`src/design/roberts_cross_edge_magnitude_unit_defines.svh`:
```
// assertion macros for the roberts cross edge magnitude unit
`ifndef ROBERTS_CROSS_EDGE_MAGNITUDE_UNIT_DEFINES_SVH
`define ROBERTS_CROSS_EDGE_MAGNITUDE_UNIT_DEFINES_SVH

`ifndef SYNTHESIS

`define RCEM_ASSERT_IMP(lbl, ante, cons, msg) \
    lbl: assert property (@(posedge i_clk) disable iff (!i_rst_n) (ante) |-> (cons)) \
        else $error(msg);

`define RCEM_ASSERT_NXT(lbl, ante, cons, msg) \
    lbl: assert property (@(posedge i_clk) disable iff (!i_rst_n) (ante) |=> (cons)) \
        else $error(msg);

`else

`define RCEM_ASSERT_IMP(lbl, ante, cons, msg)

`define RCEM_ASSERT_NXT(lbl, ante, cons, msg)

`endif

`endif

```
`src/design/rcem_pkg.sv`:
```
// shared types and constants of the roberts cross edge magnitude unit
`default_nettype none

package rcem_pkg;

    localparam int DEF_MAX_WIDTH  = 1024;
    localparam int DEF_MAX_HEIGHT = 1024;

    localparam int PIX_W  = 8;
    localparam int MAG_W  = 9;
    localparam int CFG_W  = 11;
    localparam int SQ_W   = 2 * PIX_W;
    localparam int RAD_W  = SQ_W + 1;
    localparam int ROOT_W = RAD_W + 1;

    localparam logic [CFG_W-1:0] RST_IMAGE_WIDTH  = 11'd640;
    localparam logic [CFG_W-1:0] RST_IMAGE_HEIGHT = 11'd480;
    localparam logic [RAD_W-1:0] ROOT_FIRST_BIT   = 17'h10000;
    localparam logic [MAG_W-1:0] MAG_MAX          = 9'd360;

    typedef enum logic [0:0] {
        CFG_IMAGE_WIDTH  = 1'b0,
        CFG_IMAGE_HEIGHT = 1'b1
    } t_cfg_idx;

    typedef struct packed {
        logic accept;
        logic window;
        logic sum;
        logic step;
        logic load;
    } t_cmd;

    typedef struct packed {
        logic emit;
        logic root_last;
        logic out_free;
    } t_status;

endpackage

`default_nettype wire

```
`src/design/rcem_ctrl.sv`:
```
// controller state machine sequencing one pixel word through the datapath
`default_nettype none

module rcem_ctrl
    import rcem_pkg::*;
(
    input  wire     i_clk,
    input  wire     i_rst_n,
    input  wire     i_in_valid,
    output logic    o_in_ready,
    input  t_status i_status,
    output t_cmd    o_cmd
);

    typedef enum logic [4:0] {
        S_IDLE = 5'b00001,
        S_READ = 5'b00010,
        S_SUM  = 5'b00100,
        S_ROOT = 5'b01000,
        S_LOAD = 5'b10000
    } t_state;

    t_state r_state;
    t_state n_state;

    always_ff @(posedge i_clk) begin
        if (!i_rst_n) begin
            r_state <= S_IDLE;
        end else begin
            r_state <= n_state;
        end
    end

    always_comb begin
        n_state    = r_state;
        o_cmd      = '0;
        o_in_ready = 1'b0;
        unique case (r_state)
            S_IDLE: begin
                o_in_ready   = 1'b1;
                o_cmd.accept = i_in_valid;
                if (i_in_valid) begin
                    n_state = S_READ;
                end
            end
            S_READ: begin
                o_cmd.window = 1'b1;
                n_state      = i_status.emit ? S_SUM : S_IDLE;
            end
            S_SUM: begin
                o_cmd.sum = 1'b1;
                n_state   = S_ROOT;
            end
            S_ROOT: begin
                o_cmd.step = 1'b1;
                if (i_status.root_last) begin
                    n_state = S_LOAD;
                end
            end
            S_LOAD: begin
                o_cmd.load = i_status.out_free;
                if (i_status.out_free) begin
                    n_state = S_IDLE;
                end
            end
            default: begin
                n_state = S_IDLE;
            end
        endcase
    end

endmodule

`default_nettype wire

```
`config.mk`:
```
export PLATFORM = sky130hd
export DESIGN_NAME = rcem_ctrl
export DESIGN_NICKNAME = d
export VERILOG_FILES = /design/src/design/roberts_cross_edge_magnitude_unit_defines.svh /design/src/design/rcem_pkg.sv /design/src/design/rcem_ctrl.sv
export SDC_FILE = /design/constraint.sdc
export NUM_CORES = 1
export LEC_CHECK = 0
export ABC_AREA = 1
export BUFFER_PORTS_ARGS = -buffer_cell sky130_fd_sc_hd__buf_2
export CAP_MARGIN = 40
export CORE_AREA = 10 10 47 49
export DETAILED_ROUTE_END_ITERATION = 6
export DIE_AREA = 0 0 57 59
export PLACE_DENSITY = 0.5
export RECOVER_POWER = 50
export REMOVE_ABC_BUFFERS = 1
export SETUP_SLACK_MARGIN = 0.3
export SLEW_MARGIN = 15
export SYNTH_ARGS = -nofsm -noshare
export SYNTH_HDL_FRONTEND = slang
export SYNTH_SLANG_ARGS = --single-unit
```
`constraint.sdc`:
```
create_clock -name i_clk -period 1.9 [get_ports i_clk]
set_input_delay 0.475 -clock i_clk [delete_from_list [all_inputs] [get_ports i_clk]]
set_output_delay 0.475 -clock i_clk [all_outputs]
set_load 0.1 [all_outputs]
```
Word level (Yosys, flattened, before mapping):

Cells that the tools add are included.

* mux-type cells: 11
* eq/ne operators: 8
* reductions and logical operators: 1

Operator list (number)
* 5-bit one-hot mux with 5 select lines: 1
* 5-bit 2-to-1 mux: 3
* 1-bit 2-to-1 mux: 6
* 2-bit inequality test (second input constant): 3
* 5-bit by 1-bit == test with 1-bit output (second input constant): 1
* 5-bit by 2-bit == test with 1-bit output (second input constant): 1
* 5-bit by 3-bit == test with 1-bit output (second input constant): 1
* 5-bit by 4-bit == test with 1-bit output (second input constant): 1
* 5-bit == test (second input constant): 1
* 3-bit 2-to-1 mux: 1
* 3-bit AND reduction: 1

* register bits: 5
* output and inout port bits: 6

Longest topological paths before layout:

* depth in word-level cells: 3
* depth in mapped cells: 9
* gate-level depth less buffers: 9

Least setup slack after synthesis:

No wires, ideal clock.

* path type: flip-flop to output port
* from: register r_state[1]
* to: output o_cmd[3] in the netlist's numbering
* buffers on the path: 0
* slack: -0.737 ns
* arrival: 2.162 ns
* stages on the path, launching flop included: 3
* data required time: 1.425 ns
* cell sequence: dfxtp_1 > inv_1 > nor4_2

RTL lines
* from (decl): line rcem_ctrl.sv:23 `t_state r_state;`
* from (signal assigned): line rcem_ctrl.sv:30 `r_state <= n_state;`
* to (decl): line rcem_ctrl.sv:12 `output t_cmd o_cmd`

==> impl_metrics.json <==
{
  "post-place-cells": 81,
  "utilization": 0.463,
  "power_density_nw_per_um2": 855,
  "clk_latency_ns": 0.25,
  "grt_pass1_vias": 413,
  "antenna_found_initial": 0,
  "critPathMaxFanout": 5,
  "yosysWarnings": 0,
  "syn2layout_area_growth_pct": 98.1,
  "finClkSkew_ns": 0.00119,
  "whs_ns": 0.467,
  "hold_depth": 3,
  "globalRoute.totalOverflow": 0,
  "dpl.hpwl_um": 684,
  "start_util": 0.234,
  "reg2reg_from": "r_state[1]$_SDFFE_PN0P_",
  "netlist_top_cells_area": "dfxtp_1 (31%), inv_1 (16%), nor2_1 (10%)",
  "clk_path_buf_depth": 2,
  "seq_area_frac_synth": 0.305,
  "tightest_slew_ns": 0.318,
  "port_buffers": 11,
  "start_kind": "register",
  "ant_nets": 0,
  "r2r-end": "r_state[0]$_SDFFE_PN1P_",
  "wl_um": 1030,
  "fmax_mhz": 578,
  "slew_violations": 0,
  "synth_seq_cells": 5,
  "via_per_inst": 4.49,
  "cp-startpoint": "r_state[3]$_SDFFE_PN0P_",
  "largest_reg_flops": 5,
  "path_class": "register to primary output",
  "via_count": 413,
  "min_to": "r_state[2]$_SDFFE_PN0P_",
  "cts_made_buffers": 3,
  "synth_area_um2": 328,
  "status": "complete, no violations",
  "die_h_um": 59,
  "grt_max_degree": 7,
  "die-area_um2": 3360,
  "rsz0062_at_grt": "yes",
  "rows": 14,
  "path_depth": 4,
  "path_clk_slew_ns": 0.05,
  "fin_nets": 83,
  "setup_viol": 0,
  "stdcell_count": 92,
  "io_pins": 12,
  "crit_path_cell_trace": "inv_2 > nand2_4 > nor4_4 > buf_12",
  "antenna_cells": 0,
  "avgRoutedWirePerCell_um": 11.2,
  "vdd_drop_max_mv": 0.530,
  "cap_violations": 0,
  "drive_gt1_frac": 0.579,
  "routabilityCongestion": 0.811,
  "grt_first_pass_wirelength_um": 1780,
  "htreeDepth": 1,
  "hold_class": "input port to register",
  "crit_path_end_kind": "primary output",
  "drt_first_iter_violations": 7,
  "cts_tree": "done",
  "synthCells": 54,
  "hp-start": "i_status[2]",
  "top_register": "r_state",
  "root_buffer": "clkbuf_4",
  "fin_crit_ns": 1.73,
  "netlist-cell-type-count": 15,
  "leakage_uw": 0.000308,
  "postCtsHoldBufs": 0,
  "yosysTopAreaCell": "dfxtp_1",
  "setup_tns_ns": 0,
  "reg_top3": "r_state x5",
  "fin_ws_ns": 0.170,
  "r2r_setup_slack_ns": 0.55,
  "crit_family": "simple AND/OR/NAND/NOR gates",
  "max_slew_margin": 0.787,
  "numClockSinks": 5,
  "place_ws_ns": 0.315,
  "r2r_cells": 8,
  "die_x_um": 57,
  "avgSynthCellArea_um2": 6.07,
  "finalCritPeriodShare": 0.911,
  "drc": 0,
  "cpMaxStageDelayCell": "dfxtp_2",
  "crit_buf_inv": 2,
  "worstPathArrival_ns": 1.26,
  "hold_violations": 0,
  "track_usage": 0.0686,
  "core_region_area_um2": 1400,
  "drtPass1Iterations": 3,
  "synth_top_area_share": 0.305,
  "required_ns": 1.42,
  "critical-path-max-stage-delay_ns": 0.34
}
-- through the flow --
stage               power (uW)  area (um2)
global placement           345         493
finish                     555         649
CTS                        536         627
detailed placement         346         493
global route               591         649
floorplan                  273         328
-- power by group --
group / switching [uW] / internal [uW]
sequential: 19.7 / 117
clock: 54.7 / 80.1
combinational: 170 / 113
total: 245 / 310
-- worst min-delay path: stages --
cell	delay (ns)
buf_2	0.11
nand2_1	0.07
nor2_1	0.04
-- what timing repair did --
action / 4_1_cts / 5_1_grt
gates resized for setup: 25 / 1
pin swaps: 8 / 3
setup buffers: 4 / 3
setup endpoints to repair: 6 / 6
gates cloned: 0 / 0
-- worst max path at each step --
| stage | endpoint | slack [ns] |
|---|---|---|
| floorplan | o_cmd[3] | -0.74 |
| global placement | o_cmd[4] | 0.33 |
| detailed placement | o_cmd[4] | 0.31 |
| CTS | o_cmd[3] | 0.19 |
| global route | o_cmd[3] | 0.12 |
| finish | o_cmd[3] | 0.17 |
-- cell families after synthesis --
kind of cell / count (synthesis) / synth area share
buf+inv: 15 / 0.172
compound gates: 2 / 0.0305
flops: 5 / 0.305
simple gates: 32 / 0.492
-- synth_stat cells, drive strengths merged --
cell type	number
a21oi	1
dfxtp	5
inv	15
nand2	9
nand3	6
nand3b	1
nand4	2
nor2	12
nor3	1
nor4	1
o21ai	1
-- cell usage in the layout, fill, tap and decap left out, types with 2 or more instances in the layout --
cell,synthesis,layout
inv_2,1,6
dfxtp_2,0,3
clkbuf_4,0,4
buf_12,0,6
nand4_1,2,2
nand2_4,0,2
buf_2,0,5
nand2_1,8,7
nand3_2,1,4
nor2_4,0,5
nand3_1,5,2
nor2_1,9,7
dfxtp_4,0,2
inv_1,14,9
buf_4,0,6
-- final cells by class --
type / count / area [um2]
Inverter: 15 / 56.3
Clock buffer: 4 / 26.3
Fill cell: 141 / 752
Multi-Input combinational cell: 34 / 238
Sequential cell: 5 / 111
Timing Repair Buffer: 18 / 198
Tap cell: 16 / 20.0
-- routing by layer --
layer	global-route usage	part of all wire	vias up
met1	0.0556	0.41	191
met5	0	0	-
li1	-	-	209
met4	0.0604	0.011	0
met3	0.0472	0.10	2
met2	0.112	0.48	11
(Power assumes the default switching activity.)
